===== src/design/vna_pkg.sv =====
package vna_pkg;

    // Operation codes of an input request
    localparam logic [1:0] OP_LOAD     = 2'd0;
    localparam logic [1:0] OP_TRIANGLE = 2'd1;
    localparam logic [1:0] OP_FINISH   = 2'd2;
    localparam logic [1:0] OP_UNUSED   = 2'd3;

    // Register indexes of the configuration port
    localparam logic REG_FIRST_VERTEX = 1'b0;
    localparam logic REG_PART_OPEN    = 1'b1;

    // Fixed field widths
    localparam int POS_W   = 24;
    localparam int NORM_W  = 16;
    localparam int INDEX_W = 32;
    localparam int ACC_W   = 56;
    localparam int DIFF_W  = POS_W + 1;
    localparam int PROD_W  = 2 * DIFF_W;
    localparam int FACE_W  = PROD_W + 1;
    localparam int MAG_W   = 24;
    localparam int SUM_W   = 2 * MAG_W + 2;
    localparam int ROOT_W  = MAG_W + 1;
    localparam int QUO_W   = 16;
    localparam int NUM_W   = MAG_W + 15;

    // Iteration counts of the root and divide units
    localparam logic [4:0] ROOT_ITERS = 5'd25;
    localparam logic [4:0] DIV_ITERS  = 5'd16;
    localparam logic [QUO_W-1:0] UNIT_NORMAL = 16'd16384;

    // Datapath step selected by the controller
    typedef enum logic [4:0] {
        DP_IDLE,
        DP_LOAD,
        DP_POS_RD,
        DP_CROSS,
        DP_ACC_RD,
        DP_ACC_WR,
        DP_FIN_RD,
        DP_FIN_LAT,
        DP_SHIFT,
        DP_SQUARE,
        DP_ROOT_INIT,
        DP_ROOT,
        DP_DIV_INIT,
        DP_DIV,
        DP_DIV_END,
        DP_EMIT,
        DP_CLEAR
    } dp_step_t;

    typedef struct packed {
        logic     capture;
        dp_step_t step;
        logic [1:0] idx;
    } dp_cmd_t;

    typedef struct packed {
        logic [1:0] op;
        logic       tri_ok;
        logic       full;
        logic       part_open;
        logic       empty;
        logic       acc_zero;
        logic       big;
        logic       out_free;
        logic       last_slot;
    } dp_status_t;

endpackage


===== src/design/vna_ctrl.sv =====
module vna_ctrl
    import vna_pkg::*;
(
    input  logic       clk,
    input  logic       rst_n,
    input  logic       in_valid,
    output logic       in_stall,
    input  dp_status_t status,
    output dp_cmd_t    cmd
);

    typedef enum logic [4:0] {
        S_IDLE,
        S_DECODE,
        S_LOAD,
        S_POS_RD,
        S_CROSS,
        S_ACC_RD,
        S_ACC_WR,
        S_FIN_RD,
        S_FIN_LAT,
        S_SHIFT,
        S_SQUARE,
        S_ROOT_INIT,
        S_ROOT,
        S_DIV_INIT,
        S_DIV,
        S_DIV_END,
        S_EMIT,
        S_CLEAR
    } state_t;

    state_t     state_reg, state_next;
    logic [1:0] idx_reg, idx_next;
    logic [4:0] iter_reg, iter_next;
    logic       stall_reg;

    // Pick the next state and counters
    always_comb
    begin
        state_next = state_reg;
        idx_next   = idx_reg;
        iter_next  = iter_reg;
        case (state_reg)
            S_IDLE:
            begin
                if (in_valid)
                begin
                    state_next = S_DECODE;
                end
            end
            S_DECODE:
            begin
                idx_next = 2'd0;
                case (status.op)
                    OP_LOAD:     state_next = S_LOAD;
                    OP_TRIANGLE: state_next = status.tri_ok ? S_POS_RD : S_IDLE;
                    OP_FINISH:
                    begin
                        if (!status.part_open)
                            state_next = S_IDLE;
                        else if (status.empty)
                            state_next = S_CLEAR;
                        else
                            state_next = S_FIN_RD;
                    end
                    default:     state_next = S_IDLE;
                endcase
            end
            S_LOAD:
            begin
                state_next = S_IDLE;
            end
            S_POS_RD:
            begin
                idx_next = idx_reg + 2'd1;
                if (idx_reg == 2'd3)
                    state_next = S_CROSS;
            end
            S_CROSS:
            begin
                idx_next = idx_reg + 2'd1;
                if (idx_reg == 2'd3)
                    state_next = S_ACC_RD;
            end
            S_ACC_RD:
            begin
                state_next = S_ACC_WR;
            end
            S_ACC_WR:
            begin
                idx_next = idx_reg + 2'd1;
                state_next = (idx_reg == 2'd2) ? S_IDLE : S_ACC_RD;
            end
            S_FIN_RD:
            begin
                state_next = S_FIN_LAT;
            end
            S_FIN_LAT:
            begin
                idx_next = 2'd0;
                state_next = status.acc_zero ? S_EMIT : S_SHIFT;
            end
            S_SHIFT:
            begin
                if (!status.big)
                    state_next = S_SQUARE;
            end
            S_SQUARE:
            begin
                idx_next = idx_reg + 2'd1;
                if (idx_reg == 2'd3)
                    state_next = S_ROOT_INIT;
            end
            S_ROOT_INIT:
            begin
                iter_next  = 5'd0;
                state_next = S_ROOT;
            end
            S_ROOT:
            begin
                iter_next = iter_reg + 5'd1;
                if (iter_reg == ROOT_ITERS - 5'd1)
                begin
                    idx_next   = 2'd0;
                    state_next = S_DIV_INIT;
                end
            end
            S_DIV_INIT:
            begin
                iter_next  = 5'd0;
                state_next = S_DIV;
            end
            S_DIV:
            begin
                iter_next = iter_reg + 5'd1;
                if (iter_reg == DIV_ITERS - 5'd1)
                    state_next = S_DIV_END;
            end
            S_DIV_END:
            begin
                idx_next = idx_reg + 2'd1;
                state_next = (idx_reg == 2'd2) ? S_EMIT : S_DIV_INIT;
            end
            S_EMIT:
            begin
                if (status.out_free)
                    state_next = status.last_slot ? S_CLEAR : S_FIN_RD;
            end
            S_CLEAR:
            begin
                state_next = S_IDLE;
            end
            default:
            begin
                state_next = S_IDLE;
            end
        endcase
    end

    // Hold state, counters and the registered stall
    always_ff @(posedge clk or negedge rst_n)
    begin
        if (!rst_n)
        begin
            state_reg <= S_IDLE;
            idx_reg   <= 2'd0;
            iter_reg  <= 5'd0;
            stall_reg <= 1'b0;
        end
        else
        begin
            state_reg <= state_next;
            idx_reg   <= idx_next;
            iter_reg  <= iter_next;
            stall_reg <= (state_next != S_IDLE);
        end
    end

    assign in_stall = stall_reg;

    // Map state to a datapath step
    always_comb
    begin
        cmd.capture = (state_reg == S_IDLE) && in_valid;
        cmd.idx     = idx_reg;
        case (state_reg)
            S_LOAD:      cmd.step = status.full ? DP_IDLE : DP_LOAD;
            S_POS_RD:    cmd.step = DP_POS_RD;
            S_CROSS:     cmd.step = DP_CROSS;
            S_ACC_RD:    cmd.step = DP_ACC_RD;
            S_ACC_WR:    cmd.step = DP_ACC_WR;
            S_FIN_RD:    cmd.step = DP_FIN_RD;
            S_FIN_LAT:   cmd.step = DP_FIN_LAT;
            S_SHIFT:     cmd.step = DP_SHIFT;
            S_SQUARE:    cmd.step = DP_SQUARE;
            S_ROOT_INIT: cmd.step = DP_ROOT_INIT;
            S_ROOT:      cmd.step = DP_ROOT;
            S_DIV_INIT:  cmd.step = DP_DIV_INIT;
            S_DIV:       cmd.step = DP_DIV;
            S_DIV_END:   cmd.step = DP_DIV_END;
            S_EMIT:      cmd.step = status.out_free ? DP_EMIT : DP_IDLE;
            S_CLEAR:     cmd.step = DP_CLEAR;
            default:     cmd.step = DP_IDLE;
        endcase
    end

endmodule


===== config.mk =====
export PLATFORM = sky130hd
export DESIGN_NAME = vna_ctrl
export DESIGN_NICKNAME = d
export VERILOG_FILES = /design/src/design/vna_pkg.sv /design/src/design/vna_ctrl.sv
export SDC_FILE = /design/constraint.sdc
export NUM_CORES = 1
export LEC_CHECK = 0
export BUFFER_PORTS_ARGS = -buffer_cell sky130_fd_sc_hd__buf_4
export CAP_MARGIN = 10
export CORE_MARGIN = 4
export CORE_UTILIZATION = 50
export CTS_CLUSTER_DIAMETER = 80
export CTS_CLUSTER_SIZE = 16
export DETAILED_ROUTE_END_ITERATION = 10
export PLACE_DENSITY = 0.85
export SYNTH_ARGS = -nofsm -noshare
export SYNTH_HDL_FRONTEND = slang
export SYNTH_SLANG_ARGS = --single-unit

===== constraint.sdc =====
create_clock -name clk -period 2.7 [get_ports clk]
set_clock_uncertainty 0.2 [all_clocks]
set_input_delay 0.405 -clock clk [delete_from_list [all_inputs] [get_ports clk]]
set_output_delay 0.405 -clock clk [all_outputs]
set_load 0.02 [all_outputs]

==> results by stage, run 1 <==
Setup path:
- The buffers plus inverters on the worst setup path is 2.
- The worst-path maximum fanout is 19.
- In this design, the stage delay of the slowest critical-path cell is 0.54 ns.
- The worst register-to-register path ends at in_stall.
- The launch point of the worst reg-to-reg path is state_reg[1].
- The capturing element type of the critical path is a primary output.
- The kind of cell with the highest combined delay along the critical path is flip-flops.
- Setup slack on the worst reg-to-reg path comes out at 0.20 ns.
- The critical path data required time is 2.10 ns.
- Data on the critical path arrives at its endpoint at 1.91 ns.
- The depth of the worst register-to-register path is 5.
- The slowest cell on the critical path is dfrtp_2.
- Traced cell by cell, the critical path runs through or2_2 -> buf_4 -> a211oi_1 -> nor2_1 -> a21oi_1 -> buf_4.
- In this run the worst setup path begins at state_reg[3].
- The critical path is of the flip-flop to primary output type.
- The kind of launch point of the worst setup path is a flip-flop.
- The cell that appears most often on the critical path is buf_4.

Min path:
- For hold timing, the worst endpoint is state_reg[4].
- The min-delay analysis places its worst path in the category input pin to flip-flop.
- The startpoint of the lowest-slack hold path is status[4].
- The worst hold path was traced through 3 stages.

Synth:
- Counting instances in the post-synthesis netlist gives the leading cell types as a21oi_1, o21ai_0, dfrtp_1.
- The predominant post-synthesis flop cell is dfrtp_1.
- Counting flops and latches in the post-synthesis netlist gives 13.
- The synthesized netlist occupies a cell area of between 1000 and 1500 µm².
- Counting flops with an async set or reset pin after synthesis yields a share of 1.00.
- The average size of a mapped cell is 7.60 µm².
- After synthesis, the cell types taking the most area are dfrtp_1, a21oi_1, o21ai_0, ha_1, nand2b_1.
- The share of the yosys chip area belonging to registers is 0.258.
- The number of synthesized flops with an enable pin is 0.
- The number of nets handed over by synthesis was 184.
- The synthesis warning total is 0.
- The synthesized netlist contains 46 unique library cells.
- The biggest area contributor in the post-synthesis netlist is dfrtp_1.
- The cell count after synthesis is 166.
- Of the post-synthesis cell area, the dominant cell type holds 0.258.

Cells and area:
- The non-filler instance count after layout is 217.
- The area growth from synthesis to layout is 19.8%.
- The final layout net count is 208.
- The number of diodes is 0.
- The layout cell share with drive strength beyond 1 is 0.217.

CTS:
- The cell chosen for the clock root is clkbuf_4.
- At the later pin of the worst-skew pair, clock insertion delay measures 0.29 ns.
- The number of buffers created by CTS is 3.
- After clock tree synthesis, the clock-pin slew on the worst setup and hold paths is 0.09 ns.
- The H-tree depth reported by CTS is 1.
- The number of sinks driven by the clock tree is 13.
- The clock tree from TritonCTS is yes.
- The maximum root-to-sink buffer count is 2.

Floorplan:
- The die outline area is 3390 µm².
- The overall die height is 58.2 µm.
- The number of I/O pins is 22.
- The region available for standard cell placement spans 2300 µm².
- The starting density of the core is 0.549.
- In this run the core area contains 17 standard-cell rows.
- In this run the horizontal extent of the chip is 58.2 µm.

Timing:
- The number of pins with negative max-slew slack in the final report is 0.
- The number of failing hold endpoints at the final stage was 0.
- In this run the tightest slew margin relative to its limit is 0.522.
- The transition time at the pin with the least slew margin is 0.699 ns.
- The shortest clock period the worst path allows after layout is between 2 and 3 ns.
- Dividing the final minimum period by the clock period gives 0.932.
- The final number of setup-violating endpoints is 0.
- In the final timing run, aggregate negative setup slack is 0 ns.
- The maximum achievable frequency is 0.397 GHz.
- Setup repair after global routing left no endpoint under its margin.
- The least setup slack across all paths after layout is 0.184 ns.
- The final worst hold slack is 0.215 ns.

Global route:
- The total overflow left after global routing is 0.
- The first global-routing pass estimated 5750 µm of wire.
- The via count of the first global-routing pass is 1281.
- The overall track demand over capacity in global routing is 0.217.
- The number of antenna violations at the first check in global routing is 0.
- The largest net degree at the start of global routing is 23.

Power:
- The leakage component of the power is roughly 0.67 nW.
- The part of the total power dissipated in combinational logic is 0.622.
- The total power after layout is about 1.3 mW.
- The part of the power in the clock network is 0.098.
- The worst ir drop on vdd is around 0.68 mV.
- The power density normalized to cell area is 873 nW/µm².
- Cell internal power was estimated by the tool at 0.682 mW.
- The switching share of power is 0.483.
- The power dissipated by switching net loads is 0.638 mW.
- The sequential share of power is 0.280.

Detailed routing:
- Before antenna repair, the detailed router went through 4 iterations.
- The detailed-route wire length is 3410 µm.
- The count of nets left with antenna violations after detail routing is 0.
- The average wire per standard cell is 15.7 µm.
- The total DRC errors in the routed layout is 0.
- After the first detailed-routing iteration, the DRC count stood at 55.
- The mean number of vias per cell is roughly 6.4.
- The routed via count is 1386.

Place:
- The placed instance count is 211.
- The final weighted congestion of routability-driven global placement is 0.835.
- Input and output buffers added on the ports amount to 21.
- The pre-CTS setup slack is around 0.062 ns.
- Once detailed placement completed, the half-perimeter wirelength came to 2560 µm.

Run:
- Across the run, the number of max-cap violations was 0.

Status:
- The flow ran to the end, and the final reports show no timing, DRC or antenna violations.
==> how the worst max path moves through the flow <==
| stage | endpoint | slack (ns) | cells after the start |
|---|---|---|---|
| 2_1_floorplan | in_stall | 0.18 | 8 |
| 3_3_place_gp | in_stall | 0.17 | 8 |
| 3_5_place_dp | in_stall | 0.06 | 8 |
| 4_1_cts | in_stall | 0.05 | 8 |
| 5_1_grt | cmd[3] | 0.08 | 6 |
| 6_report | cmd[3] | 0.18 | 6 |
==> through the flow <==
step / area [µm²] / utilization
3_3_place_gp: 1460 / 0.634
6_report: 1510 / 0.658
4_1_cts: 1490 / 0.650
3_5_place_dp: 1460 / 0.634
2_1_floorplan: 1260 / -
5_1_grt: 1510 / 0.658
==> power by group through the flow <==
| stage | clock (mW) | combinational [mW] | sequential, mW |
|---|---|---|---|
| global route | 0.143 | 0.907 | 0.383 |
| finish | 0.129 | 0.821 | 0.370 |
| detailed placement | 0 | 0.806 | 0.370 |
| CTS | 0.136 | 0.810 | 0.366 |
| global placement | 0 | 0.778 | 0.366 |
| floorplan | 0 | 0.611 | 0.320 |
==> layer usage <==
layer / global-route usage / part of all wire / wire [µm] / up-vias
li1: - / - / - / 661
met1: 0.275 / 0.41 / 1410 / 658
met2: 0.363 / 0.51 / 1730 / 61
met3: 0.0334 / 0.060 / 206 / 6
met4: 0.0894 / 0.018 / 63 / 0
met5: 0 / 0 / 0 / -
==> final cells by class <==
class / count / area [µm²]
multi-input cells: 131 / 843
repair buffers: 33 / 250
inverters: 8 / 30.0
flip-flops and latches: 13 / 327
well taps: 28 / 35.0
fillers: 188 / 786
clock buffers: 4 / 26.3
==> tightest hold or removal path, delay by kind of cell <==
family / cells / cell delay, ns
compound gates: 1 / 0.08
buf+inv: 2 / 0.18
==> cell usage in the layout, fill, tap and decap left out, drive strengths merged, types with 3 or more instances in the layout <==
cell type  count
a21o           3
ha             5
a2111oi        3
nor3          11
o21ai         15
nor2           9
or4            3
nand3b         4
mux2i          3
nor2b          4
dfrtp         13
clkbuf         4
a21oi         15
nand2b        10
inv            7
nor3b          3
a31oi          3
nor4           3
nand2          9
nand3          5
buf           32
==> cell families (layout without fill, tap and decap cells) <==
kind of cell / Yosys count / count (layout) / share of synthesized area
DFF: 13 / 13 / 0.258
xor gates and xnor gates: 1 / 1 / 0.00695
and+or+nand+nor: 71 / 71 / 0.321
buffers and inverters: 22 / 45 / 0.0814
adders and majority gates: 5 / 5 / 0.0496
muxes: 3 / 3 / 0.0238
AOI/OAI and AO/OA: 51 / 51 / 0.259
==> repair_timing <==
action / in CTS / in global routing
endpoints found under the setup margin: 0 / 2
buffers inserted: 0 / 1
gates resized for setup: 0 / 3
hold endpoints to repair: 13 / 0
hold buffers: 1 / 0
Note: power is estimated with default switching activity, not from simulation.
==> run 2: changes to the inputs <==
==> constraint.sdc (replaced) <==
create_clock -name clk -period 2.7 [get_ports clk]
set_clock_uncertainty 0.2 [all_clocks]
set_input_delay 0.405 -clock clk [delete_from_list [all_inputs] [get_ports clk]]
set_output_delay 0.405 -clock clk [all_outputs]
set_load 0.01 [all_outputs]
==> run 2 against run 1 <==
  * Worst setup slack worse by 0.066 ns
  * Highest routed layer unchanged
  * Sequential power about the same
  * Routed wire length up 2.2%
  * Critical path type is now flip-flop to flip-flop
  * Fmax down 2.5%
==> results by stage, run 2 (synthesized netlist as in run 1, its figures left out) <==
Status:
- The flow ran to the end, and the final reports show no timing, DRC or antenna violations.

Floorplan:
- The chip width is 58.2 µm.
- During I/O placement, the number of pins put on the boundary was 22.
- The cell row count is 17.
- The initial utilization of the core area, before any placement, comes to 0.549.
- The placeable core region is 2300 µm².
- The floorplan step defined a die boundary enclosing about 3400 µm².
- The overall die height is 58.2 µm.

Cells and area:
- The final design area excluding fillers is 1490 µm².
- The area occupied by multi-input gates is 841 µm².
- Counting the fill cells in the layout gives roughly 210.
- Summing all flip-flop and latch instances after layout gives 325 µm².
- The final layout net count is 206.
- The repair_antennas step left the layout with diodes totalling 0.
- In the layout the commonest cells are buf_4, a21oi_1, o21ai_0, dfrtp_1, nor3_1.
- The leading cell type in the layout, fill and taps excluded is buf_4.
- The layout-stage area growth over the synthesis result is 18.4%.
- After the flow finishes, the layout carries non-filler instances totaling 215.
- The layout cell share with drive strength beyond 1 is 0.198.

Detailed routing:
- Summed over all nets, wire length on met2 after detailed routing comes to 1770 µm.
- For this block, wires on met1 add up to 1440 µm.
- In the routed layout, each cell is associated on average with a via count of 6.36.
- The routed via count is approximately 1400.
- The topmost layer with routed signal wires is met4.
- The count of nets left with antenna violations after detail routing is 0.
- For this run, the detailed router's first-pass iteration total came to 4.
- The detailed router's first-iteration violation count is between 40 and 50.
- The average wire per standard cell is roughly 16 µm.
- The detailed-route wire length is 3490 µm.
- In the detailed route, the total length drawn on met3 is around 220 µm.
- The total DRC errors in the routed layout is 0.

Setup path:
- The critical path data required time is between 2 and 3 ns.
- The worst register-to-register path has a setup slack of 0.12 ns.
- Measured in cells, the most critical reg-to-reg path has a length of 8.
- The capturing element type of the critical path is a flip-flop.
- The critical path starts at iter_reg[0].
- The worst-path maximum fanout is 3.
- The launch point of the worst reg-to-reg path is iter_reg[0].
- STA classifies the critical path startpoint as a flip-flop.
- The capture point of the worst path is in_stall.
- The arrival time at the worst endpoint is 2.53 ns.
- In this run the critical register-to-register path is captured at in_stall.
- The critical path class is flip-flop to flip-flop.

Timing:
- The maximum achievable frequency is 0.387 GHz.
- The final number of setup-violating endpoints is 0.
- The shortest clock period the worst path allows after layout is 2.58 ns.
- The number of failing hold endpoints at the final stage was 0.
- The number of pins with negative max-slew slack in the final report is 0.
- For the pin with the worst max-slew slack, the measured transition is 0.699 ns.
- The setup TNS is 0 ns.
- The relative max-transition margin is 0.522.
- The final critical-path share of the clock period is 0.956.

CTS:
- TritonCTS built the clock tree.
- The cell chosen for the clock root is clkbuf_4.
- The clock reaches the later pin of the worst-skew pair after 0.28 ns.
- The clock-pin slew on the worst setup and hold paths is 0.08 ns.
- The number of clock buffers added by TritonCTS is 3.
- The H-tree depth reported by CTS is 1.
- The number of sinks driven by the clock tree is 13.
- The maximum root-to-sink buffer count is 2.

Run:
- Across the run, the number of max-cap violations was 0.

Power:
- The worst ir drop on vdd is 0.668 mV.
- The power density normalized to cell area is around 850 nW/µm².
- The leakage component of the power is around 0.66 nW.

Global route:
- The number of antenna violations at the first check in global routing came to 0.
- The first-pass GRT wire length is around 5800 µm.
- The via count of the first global-routing pass is 1289.
- The overall track demand over capacity in global routing is 0.215.
- The global route total overflow is 0.
- The largest net degree at the start of global routing is 23.

Min path:
- The instance count along the most critical hold path is 3.
- The worst hold path class is input pin to flip-flop.

Place:
- The number of buffer cells added on primary ports is 21.
- The final weighted congestion of routability-driven global placement is between 0.8 and 0.9.
- The HPWL after detailed placement is 2640 µm.
- After detailed placement, the design holds a cell count of 210.
- The cell area after placement is 1450 µm².
[run 2: critical path: stages, from the launching register on]
cell	delay (ns)
dfrtp_1	0.39
ha_1	0.23
and3_1	0.19
ha_1	0.18
mux2i_1	0.20
o32ai_2	0.13
a2111oi_2	0.33
o311ai_1	0.17
or4_1	0.43
[run 2: timing repair]
action | in CTS | in global routing
gates resized for setup | 0 | 1
hold buffers | 1 | 0
hold endpoints to repair | 13 | 0
setup endpoints to repair | 0 | 1
setup buffers | 0 | 0
[run 2: how the worst min path moves through the flow]
stage              start      endpoint
2_1_floorplan      rst_n    idx_reg[0]
3_3_place_gp       rst_n  state_reg[3]
3_5_place_dp       rst_n  state_reg[3]
4_1_cts        status[4]  state_reg[4]
5_1_grt        status[4]  state_reg[4]
6_report       status[4]  state_reg[4]
[run 2: report_power, final]
part	switching, mW	internal (mW)	leakage [nW]
registers	0.123	0.246	0.163
clock network	0.0664	0.0574	0.0150
logic	0.408	0.366	0.482
total	0.598	0.669	0.660
[run 2: metrics by stage]
step	hold WS [ns]	power, mW	utilization	setup WS [ns]
3_5_place_dp	0.0633	1.13	0.631	0.0549
4_1_cts	0.239	1.26	0.647	0.0191
3_3_place_gp	0.0612	1.09	0.631	0.171
2_1_floorplan	-0.0906	0.890	-	0.182
5_1_grt	0.253	1.37	0.650	-0.00469
6_report	0.250	1.27	0.650	0.118
[run 2: final cells by class]
class / instances / share of cell area
Timing Repair Buffer: 31 / 0.158
Clock buffer: 4 / 0.0176
Multi-Input combinational cell: 131 / 0.563
Sequential cell: 13 / 0.218
Tap cell: 28 / 0.0235
Inverter: 8 / 0.0201
[run 2: per-layer routing]
layer  GRT usage  vias up
li1            -      665
met1       0.276      643
met2       0.363       53
met3      0.0445        6
met4      0.0629        0
met5           0        -
